[src/design/anc_pkg.sv]
// ---------------------------------------------------------------------------
// anc_pkg: shared types and constants
// Holds the status codes and the request record that passes between the
// front and the back of the aperiodic necklace counter.
// ---------------------------------------------------------------------------
package anc_pkg;

   localparam int COUNT_BITS  = 63;
   localparam int STATUS_BITS = 2;
   localparam int LEN_BITS    = 6;

   typedef enum logic [STATUS_BITS-1:0] {
      STATUS_OK       = 2'd0,
      STATUS_BAD_ARG  = 2'd1,
      STATUS_OVERFLOW = 2'd2
   } status_type;

   // Classified request: the front has checked arguments; a bad request is
   // passed through with its bad flag so that ordering is kept.
   typedef struct packed {
      logic                bad;
      logic [7:0]          alphabet;
      logic [LEN_BITS-1:0] length;
   } job_type;

   typedef enum logic [2:0] {
      ST_IDLE,
      ST_FACTOR,
      ST_POWER,
      ST_DIVIDE,
      ST_DONE
   } back_state_type;

endpackage

[src/design/anc_front.sv]
// ---------------------------------------------------------------------------
// anc_front: request intake and classification
// Accepts requests, checks the argument range and writes a job record into
// a short queue that feeds the back end.
// ---------------------------------------------------------------------------
module anc_front
   import anc_pkg::*;
#(
   parameter int MAX_WORD_LENGTH = 63,
   parameter int ALPHABET_BITS   = 8
) (
   input  logic         clock,
   input  logic         reset,
   input  logic         req_push,
   output logic         req_full,
   input  logic [7:0]   req_alphabet_size,
   input  logic [5:0]   req_length,
   output logic         job_valid,
   output job_type      job,
   input  logic         job_take
);

   localparam int DEPTH = 2;

   job_type     mem_ff [DEPTH];
   logic        wp_ff, wp_in, rp_ff, rp_in;
   logic [1:0]  cnt_ff, cnt_in;
   logic        push_ok, pop_ok;
   logic [7:0]  n_mask;
   job_type     nj;

   // Classify the incoming request.
   always_comb begin
      n_mask = req_alphabet_size & 8'((32'd1 << ALPHABET_BITS) - 32'd1);
      nj.alphabet = n_mask;
      nj.length   = req_length;
      nj.bad      = (n_mask < 8'd2) || (req_length == 6'd0) ||
                    (32'(req_length) > MAX_WORD_LENGTH);
   end

   assign req_full  = (cnt_ff == 2'(DEPTH));
   assign push_ok   = req_push && !req_full;
   assign job_valid = (cnt_ff != 2'd0);
   assign pop_ok    = job_take && job_valid;
   assign job       = mem_ff[rp_ff];

   // Queue pointers.
   always_comb begin
      wp_in  = push_ok ? ~wp_ff : wp_ff;
      rp_in  = pop_ok ? ~rp_ff : rp_ff;
      cnt_in = cnt_ff + 2'(push_ok) - 2'(pop_ok);
   end

   always_ff @(posedge clock) begin
      if (reset) begin
         wp_ff  <= 1'b0;
         rp_ff  <= 1'b0;
         cnt_ff <= 2'd0;
      end else begin
         wp_ff  <= wp_in;
         rp_ff  <= rp_in;
         cnt_ff <= cnt_in;
      end
   end

   // Queue storage.
   always_ff @(posedge clock) begin
      if (push_ok) begin
         mem_ff[wp_ff] <= nj;
      end
   end

endmodule

[src/design/anc_back.sv]
// ---------------------------------------------------------------------------
// anc_back: necklace count engine
// Factors the word length by trial division, accumulates the Moebius terms
// with one multiply per cycle, divides the sum by the length bit-serially
// and holds the result in an output register.
// ---------------------------------------------------------------------------
module anc_back
   import anc_pkg::*;
(
   input  logic                  clock,
   input  logic                  reset,
   input  logic                  job_valid,
   input  job_type               job,
   output logic                  job_take,
   output logic                  rsp_empty,
   input  logic                  rsp_pop,
   output logic [COUNT_BITS-1:0] rsp_necklace_count,
   output logic [STATUS_BITS-1:0] rsp_status
);

   localparam logic [63:0] LIMIT = 64'h7FFF_FFFF_FFFF_FFFF;

   back_state_type state_ff, state_in;
   logic [7:0]  n_ff;
   logic [5:0]  len_ff;
   logic [5:0]  rest_ff, rest_in;
   logic [5:0]  div_ff, div_in;
   logic [5:0]  trem_ff, trem_in;
   logic [5:0]  tquo_ff, tquo_in;
   logic        trial_ff, trial_in;
   logic [2:0]  np_ff, np_in;
   logic [5:0]  primes_ff [3];
   logic [2:0]  mask_ff, mask_in;
   logic [5:0]  esum_ff, esum_in;
   logic [63:0] acc_ff, acc_in;
   logic        ovf_ff, ovf_in;
   logic [64:0] pos_ff, pos_in, neg_ff, neg_in;
   logic [64:0] rem_ff, rem_in;
   logic [63:0] quo_ff, quo_in;
   logic [6:0]  bit_ff, bit_in;
   logic        out_full_ff;
   logic [COUNT_BITS-1:0] out_cnt_ff;
   status_type  out_st_ff;
   logic        bad_ff;
   logic        start, finish;
   logic [71:0] prod;
   logic [11:0] div_sq;
   logic        factor_end;
   logic        prime_wr;
   logic [5:0]  prime_val;
   logic [1:0]  last_idx;
   logic [5:0]  dmul;
   logic        odd_sel;
   logic        last_mask;
   logic [64:0] diff;
   logic [5:0]  dbit;

   assign rsp_empty          = !out_full_ff;
   assign rsp_necklace_count = out_cnt_ff;
   assign rsp_status         = out_st_ff;
   assign start    = (state_ff == ST_IDLE) && job_valid && !out_full_ff;
   assign job_take = start;
   assign finish   = (state_ff == ST_DONE);

   // One multiply of the running power; the product is checked against the limit.
   assign prod = 72'(acc_ff) * 72'(n_ff);

   // Trial division stops once the candidate squared passes the rest; what is
   // left above one is then a prime of its own.
   assign div_sq     = 12'(div_ff) * 12'(div_ff);
   assign factor_end = !trial_ff && (div_sq > 12'(rest_ff));
   assign last_idx   = 2'(np_ff - 3'd1);

   // A prime is recorded when a trial divides evenly or when the rest is left
   // over at the end, unless it matches the prime recorded last.
   always_comb begin
      prime_val = factor_end ? rest_ff : div_ff;
      prime_wr  = 1'b0;
      if (state_ff == ST_FACTOR && np_ff < 3'd3) begin
         if (factor_end) prime_wr = (rest_ff > 6'd1);
         else if (trial_ff && trem_ff == 6'd0) prime_wr = 1'b1;
         if (np_ff != 3'd0 && primes_ff[last_idx] == prime_val) prime_wr = 1'b0;
      end
   end

   // Divisor product and sign for the current subset of primes (up to 3 primes for L<64).
   always_comb begin
      dmul    = 6'd1;
      odd_sel = 1'b0;
      for (int k = 0; k < 3; k++) begin
         if (mask_ff[k] && (3'(k) < np_ff)) begin
            dmul    = 6'(dmul * primes_ff[k]);
            odd_sel = ~odd_sel;
         end
      end
   end

   assign last_mask = (mask_ff == 3'((1 << np_ff) - 1));
   assign diff      = pos_ff - neg_ff;
   assign dbit      = 6'(bit_ff - 7'd1);

   // Next state.
   always_comb begin
      state_in = state_ff;
      unique case (state_ff)
         ST_IDLE:   if (start) state_in = job.bad ? ST_DONE : ST_FACTOR;
         ST_FACTOR: if (factor_end) state_in = ST_POWER;
         ST_POWER:  if (esum_ff == len_ff && (ovf_ff || last_mask))
                       state_in = ovf_ff ? ST_DONE : ST_DIVIDE;
         ST_DIVIDE: if (bit_ff == 7'd0) state_in = ST_DONE;
         ST_DONE:   state_in = ST_IDLE;
         default:   state_in = ST_IDLE;
      endcase
   end

   // Datapath updates.
   always_comb begin
      rest_in = rest_ff; div_in = div_ff; trem_in = trem_ff; tquo_in = tquo_ff;
      trial_in = trial_ff; np_in = np_ff; mask_in = mask_ff; esum_in = esum_ff;
      acc_in = acc_ff; ovf_in = ovf_ff;
      pos_in = pos_ff; neg_in = neg_ff; rem_in = rem_ff; quo_in = quo_ff;
      bit_in = bit_ff;
      unique case (state_ff)
         ST_IDLE: begin
            rest_in = job.length; div_in = 6'd2; trem_in = 6'd0; tquo_in = 6'd0;
            trial_in = 1'b0; np_in = 3'd0; esum_in = 6'd0;
            acc_in = 64'd1; ovf_in = 1'b0;
            mask_in = 3'd0; pos_in = '0; neg_in = '0;
         end
         ST_FACTOR: begin
            if (prime_wr) np_in = np_ff + 3'd1;
            // Each trial subtracts the candidate once a cycle, counting the quotient.
            if (!trial_ff) begin
               if (!factor_end) begin
                  trem_in  = rest_ff;
                  tquo_in  = 6'd0;
                  trial_in = 1'b1;
               end
            end else if (trem_ff >= div_ff) begin
               trem_in = trem_ff - div_ff;
               tquo_in = tquo_ff + 6'd1;
            end else begin
               trial_in = 1'b0;
               if (trem_ff == 6'd0) rest_in = tquo_ff;
               else                 div_in  = div_ff + 6'd1;
            end
         end
         ST_POWER: begin
            // The exponent L/d is reached when the running sum of d equals L.
            if (esum_ff != len_ff) begin
               if (prod > 72'(LIMIT)) ovf_in = 1'b1;
               acc_in  = prod[63:0];
               esum_in = esum_ff + dmul;
            end else if (!ovf_ff) begin
               if (odd_sel) neg_in = neg_ff + 65'(acc_ff);
               else         pos_in = pos_ff + 65'(acc_ff);
               mask_in = mask_ff + 3'd1;
               acc_in  = 64'd1;
               esum_in = 6'd0;
            end
            rem_in = '0; quo_in = '0; bit_in = 7'd64;
         end
         ST_DIVIDE: begin
            if (bit_ff != 7'd0) begin
               bit_in = {1'b0, dbit};
               rem_in = {rem_ff[63:0], diff[dbit]};
               if (rem_in >= 65'(len_ff)) begin
                  rem_in = rem_in - 65'(len_ff);
                  quo_in[dbit] = 1'b1;
               end
            end
         end
         default: ;
      endcase
   end

   // Prime list write, only when a new prime appears; alphabet and length are taken at start.
   always_ff @(posedge clock) begin
      if (prime_wr) begin
         primes_ff[np_ff[1:0]] <= prime_val;
      end
      if (start) begin
         n_ff   <= job.alphabet;
         len_ff <= job.length;
      end
   end

   always_ff @(posedge clock) begin
      if (reset) begin
         state_ff    <= ST_IDLE;
         out_full_ff <= 1'b0;
      end else begin
         state_ff <= state_in;
         if (finish) out_full_ff <= 1'b1;
         else if (rsp_pop && out_full_ff) out_full_ff <= 1'b0;
      end
      rest_ff <= rest_in; div_ff <= div_in; trem_ff <= trem_in; tquo_ff <= tquo_in;
      trial_ff <= trial_in; np_ff <= np_in; mask_ff <= mask_in; esum_ff <= esum_in;
      acc_ff <= acc_in; ovf_ff <= ovf_in;
      pos_ff <= pos_in; neg_ff <= neg_in; rem_ff <= rem_in; quo_ff <= quo_in;
      bit_ff <= bit_in;
   end

   // Result register; a job that never entered the engine is a bad argument.
   always_ff @(posedge clock) begin
      if (start) bad_ff <= job.bad;
      if (finish) begin
         if (bad_ff) begin
            out_st_ff <= STATUS_BAD_ARG;  out_cnt_ff <= '0;
         end else if (ovf_ff) begin
            out_st_ff <= STATUS_OVERFLOW; out_cnt_ff <= '0;
         end else begin
            out_st_ff <= STATUS_OK;       out_cnt_ff <= quo_ff[COUNT_BITS-1:0];
         end
      end
   end

endmodule

[src/design/aperiodic_necklace_count_unit.sv]
// ---------------------------------------------------------------------------
// aperiodic_necklace_count_unit: Lyndon word counter
// Top level joining the request front end and the count engine.
// ---------------------------------------------------------------------------
// A request with a bad argument skips the engine and goes straight to
// the result register. A valid request runs trial division of the length
// by repeated subtraction, with candidates only up to the square root of
// what is left; then one multiply per cycle for each power n^(L/d), each
// power then added into the signed sum for its square-free divisor; then
// a bit-serial restoring divide by L. An overflow skips the divide. The
// engine works on one request at a time and starts only while its result
// register is empty, so a result that is not popped holds the engine; the
// two-entry queue in front then takes two more requests before full rises.
module aperiodic_necklace_count_unit
   import anc_pkg::*;
#(
   parameter int MAX_WORD_LENGTH = 63,
   parameter int ALPHABET_BITS   = 8
) (
   input  logic                   clock,
   input  logic                   reset,
   input  logic                   req_push,
   output logic                   req_full,
   input  logic [7:0]             req_alphabet_size,
   input  logic [5:0]             req_length,
   output logic                   rsp_empty,
   input  logic                   rsp_pop,
   output logic [COUNT_BITS-1:0]  rsp_necklace_count,
   output logic [STATUS_BITS-1:0] rsp_status
);

   logic    job_valid, job_take;
   job_type job;

   anc_front #(.MAX_WORD_LENGTH(MAX_WORD_LENGTH), .ALPHABET_BITS(ALPHABET_BITS)) u_front (
      .clock, .reset, .req_push, .req_full, .req_alphabet_size, .req_length,
      .job_valid, .job, .job_take
   );

   anc_back u_back (
      .clock, .reset, .job_valid, .job, .job_take,
      .rsp_empty, .rsp_pop, .rsp_necklace_count, .rsp_status
   );

endmodule

[config.mk]
export PLATFORM = sky130hd
export DESIGN_NAME = aperiodic_necklace_count_unit
export DESIGN_NICKNAME = d
export VERILOG_FILES = /design/src/design/anc_pkg.sv /design/src/design/anc_front.sv /design/src/design/anc_back.sv /design/src/design/aperiodic_necklace_count_unit.sv
export SDC_FILE = /design/constraint.sdc
export NUM_CORES = 2
export LEC_CHECK = 0
export ABC_AREA = 1
export BUFFER_PORTS_ARGS = -buffer_cell sky130_fd_sc_hd__buf_2
export CAP_MARGIN = 20
export CELL_PAD_IN_SITES_DETAIL_PLACEMENT = 1
export CELL_PAD_IN_SITES_GLOBAL_PLACEMENT = 1
export CORE_UTILIZATION = 38
export CTS_CLUSTER_DIAMETER = 40
export CTS_CLUSTER_SIZE = 20
export DETAILED_ROUTE_END_ITERATION = 12
export HOLD_SLACK_MARGIN = 0.03
export PLACE_DENSITY = 0.77
export SLEW_MARGIN = 20
export SYNTH_ARGS = -nofsm -noshare
export SYNTH_HDL_FRONTEND = slang
export SYNTH_SLANG_ARGS = --single-unit
[constraint.sdc]
create_clock -name clock -period 10.3 [get_ports clock]
set_input_delay 0.515 -clock clock [delete_from_list [all_inputs] [get_ports clock]]
set_output_delay 0.515 -clock clock [all_outputs]
set_load 0.01 [all_outputs]
==> impl_metrics.env <==
export IMPL_startpoint_type="register"
export IMPL_combPwrFrac_pct=62.6
export IMPL_antenna_left=0
export IMPL_critical_path_class="register to register"
export IMPL_p_seq_share_pct=20.0
export IMPL_cts_sinks=507
export IMPL_worst_setup_path_end_kind="register"
export IMPL_clkLatencyLatePin_ns=0.74
export IMPL_drt_iter0_drc=3227
export IMPL_tightest_slew_ns=1.038
export IMPL_synth_top_area_share_pct=26.92
export IMPL_drc_errors=0
export IMPL_maxCapViolations=0
export IMPL_power_frac_clock_pct=17.4
export IMPL_grt_pass1_wl_mm=319.7
export IMPL_netlist_area_um2=55540
export IMPL_drt_first_pass_iters=6
export IMPL_mappedNetlistNets=8486
export IMPL_ys_top_cells_by_area="edfxtp_1 27%, fa_1 14%, inv_1 12%, nand2_1 12%, ha_1 7.7%"
export IMPL_track_usage_pct=27.89
export IMPL_crit_slowest_cell="nor2_1"
export IMPL_synth_common_cells="1,815 x inv_1, 1,769 x nand2_1, 850 x nor2_1"
export IMPL_vias=52312
export IMPL_dp_hpwl_mm=164.5
export IMPL_max_freq_ghz=0.1344
export IMPL_async_flop_share_pct=0
export IMPL_ys_seq_area_share_pct=27.25
export IMPL_final_area_um2=61800
export IMPL_drv_slew=0
export IMPL_numPortBuffers=84
export IMPL_clk_pin_slew_worst_paths_ns=0.06
export IMPL_antenna_found_initial=4
export IMPL_synth_seq_cells=507
export IMPL_yosysWarnings=0
export IMPL_synth_cells=7731
export IMPL_wl_per_cell_um=21.04
export IMPL_multi_input_area_um2=32890
export IMPL_dpl_cell_area_um2=57960
export IMPL_setup_viol=0
export IMPL_avgSynthCellArea_um2=7.184
export IMPL_htreeDepth=3
export IMPL_setup_tns_ns=0
export IMPL_grt_max_degree=91
export IMPL_ios=85
export IMPL_die_area_um2=147700
export IMPL_rsz0062_at_grt="no"
export IMPL_cts_root_buf="clkbuf_16"
export IMPL_p_sw_w=0.01087
export IMPL_hold_violations=0
export IMPL_rows=139
export IMPL_fillers=18219
export IMPL_hp_class="input port to register"
export IMPL_status="finished, final reports clean"
export IMPL_synth_edf_count=498
export IMPL_crit_family="simple AND/OR/NAND/NOR gates"
export IMPL_dieWidth_um=384.3
export IMPL_ys_flop_type="edfxtp_1"
export IMPL_synth_most_common_cell="inv_1"
export IMPL_gp_congestion=0.9864
export IMPL_cp_slowest_stage_delay_ns=0.67
export IMPL_initial_core_util_pct=38.48
export IMPL_dieHeight_um=384.3
export IMPL_cp_required_ns=10.76
export IMPL_viasPerCell=5.344
export IMPL_coreArea_um2=144400
export IMPL_clock_skew_ns=0.07713
export IMPL_synth_distinct_cells=66
export IMPL_fin_crit_sh_pct=72.25
export IMPL_yosysTopAreaCell="edfxtp_1"
export IMPL_post_cts_buffers=0
export IMPL_cp_num_buf_inv=7
export IMPL_seq_area_um2=15130
export IMPL_vdd_drop_max_v=0.0002474
export IMPL_cts_buffers=105
export IMPL_p_per_area_nw_per_um2=325.4
export IMPL_internal_power_w=0.009241
export IMPL_clock_path_buffers=3
export IMPL_drive_gt1_share_pct=4.795
export IMPL_drt_total_wl_mm=206.0
export IMPL_cts_tree="done"
export IMPL_crit_fanout=39
export IMPL_grt_pass1_vias=55920
export IMPL_max_slew_margin_pct=30.57
export IMPL_grt_ovfl_total=0
export IMPL_p_leak_nw=31.91
export IMPL_syn2layout_area_growth_pct=11.26
export IMPL_crit_arrival_ns=7.90
export IMPL_fin_crit_ns=7.442
export IMPL_fin_nets=8545
export IMPL_switching_share_pct=54.05
==> registers in the layout, summed over array words and instances, names as in the netlist, 2 cells and up, named ones only <==
| register | flops |
|---|---|
| u_back.acc_ff | 64 |
| u_back.bit_ff | 7 |
| u_back.div_ff | 6 |
| u_back.esum_ff | 6 |
| u_back.len_ff | 6 |
| u_back.mask_ff | 3 |
| u_back.n_ff | 8 |
| u_back.neg_ff | 64 |
| u_back.np_ff | 3 |
| u_back.pos_ff | 64 |
| u_back.primes_ff | 24 |
| u_back.quo_ff | 63 |
| u_back.rem_ff | 64 |
| u_back.rest_ff | 6 |
| u_back.rsp_necklace_count | 63 |
| u_back.rsp_status | 2 |
| u_back.state_ff | 3 |
| u_back.tquo_ff | 6 |
| u_back.trem_ff | 6 |
| u_front.cnt_ff | 2 |
| u_front.mem_ff | 30 |
==> metal layers <==
| layer | track usage (%) | wire (µm) |
|---|---|---|
| met2 | 47.39 | 98150 |
| met1 | 35.68 | 88230 |
| met3 | 4.420 | 12000 |
| met4 | 9.928 | 7575 |
| met5 | 0 | 0 |
==> path summary, 6_finish.rpt <==
| kind | start | to | slack (ns) | cells after the start |
|---|---|---|---|---|
| setup reg to reg | u_back.bit_ff[0] | u_back.rem_ff[59] | 2.86 | 31 |
| setup / recovery | u_back.bit_ff[0] | u_back.rem_ff[59] | 2.86 | 31 |
| hold reg to reg | u_back.bad_ff | u_back.rsp_status[0] | 0.50 | 0 |
| hold / removal | reset | u_back.out_full_ff | 0.06 | 2 |
==> through the flow <==
| step | std cells | util [%] | total power [W] | hold WS [ns] | setup slack (ns) |
|---|---|---|---|---|---|
| after floorplan | 7731 | - | 0.01234 | 0.4419 | 1.552 |
| after global routing | 9787 | 42.81 | 0.02180 | 0.04783 | 2.225 |
| after CTS | 9784 | 42.76 | 0.02001 | 0.03496 | 2.737 |
| after detailed placement | 9571 | 40.15 | 0.01633 | 0.5024 | 2.813 |
| after global placement | 9569 | 40.14 | 0.01587 | 0.4871 | 3.078 |
| final | 9789 | 42.81 | 0.02011 | 0.05955 | 2.858 |
==> power groups by stage <==
| stage | logic (W) | clock network, W | registers [W] |
|---|---|---|---|
| 6_report | 0.0126 | 0.00350 | 0.00403 |
| 5_1_grt | 0.0141 | 0.00362 | 0.00408 |
| 4_1_cts | 0.0125 | 0.00353 | 0.00400 |
| 3_5_place_dp | 0.0123 | 0 | 0.00403 |
| 3_3_place_gp | 0.0119 | 0 | 0.00399 |
| 2_1_floorplan | 0.00870 | 0 | 0.00364 |
==> cell type report <==
cell class	instances	area share, %
clock inverters	87	1.577
inverters	1821	11.06
flip-flops and latches	507	24.49
well taps	1903	3.853
clock buffers	113	4.300
diodes	3	0.01215
multi-input cells	5220	53.23
repair buffers	135	1.474
==> logic make-up (layout without fill, tap and decap cells) <==
logic type | after synthesis | in the layout | synth area share (%)
simple gates | 3086 | 3086 | 22.43
buf+inv | 2004 | 2156 | 13.68
compound gates | 1262 | 1262 | 12.47
fa+ha+maj | 737 | 737 | 21.96
flops | 507 | 507 | 27.25
xor+xnor | 120 | 120 | 1.906
mux | 15 | 15 | 0.3041
other cells | 0 | 3 | 0
==> layout by cell type, fill, tap and decap left out, types with 17 or more instances in the layout <==
cell and n:
nand3_1 247, o21a_1 43, nand4_1 53, inv_1 1813, nor3_1 70, clkbuf_16 105
buf_4 32, buf_2 85, ha_1 341, o21bai_1 30, o21ai_0 349, fa_1 396
a31oi_1 84, clkinv_2 23, a211oi_1 17, edfxtp_1 498, nor4_1 29, a21oi_1 633
xnor2_1 39, nor2_1 848, xor2_1 80, nand2_1 1767, a21o_1 20
==> repair_timing <==
item | 4_1_cts | 5_1_grt
hold buffers | 13 | 0
endpoints found under the setup margin | 0 | 0
resized for setup | 0 | 0
endpoints found under the hold margin | 26 | 0
Power figures use the tool's default switching activity.
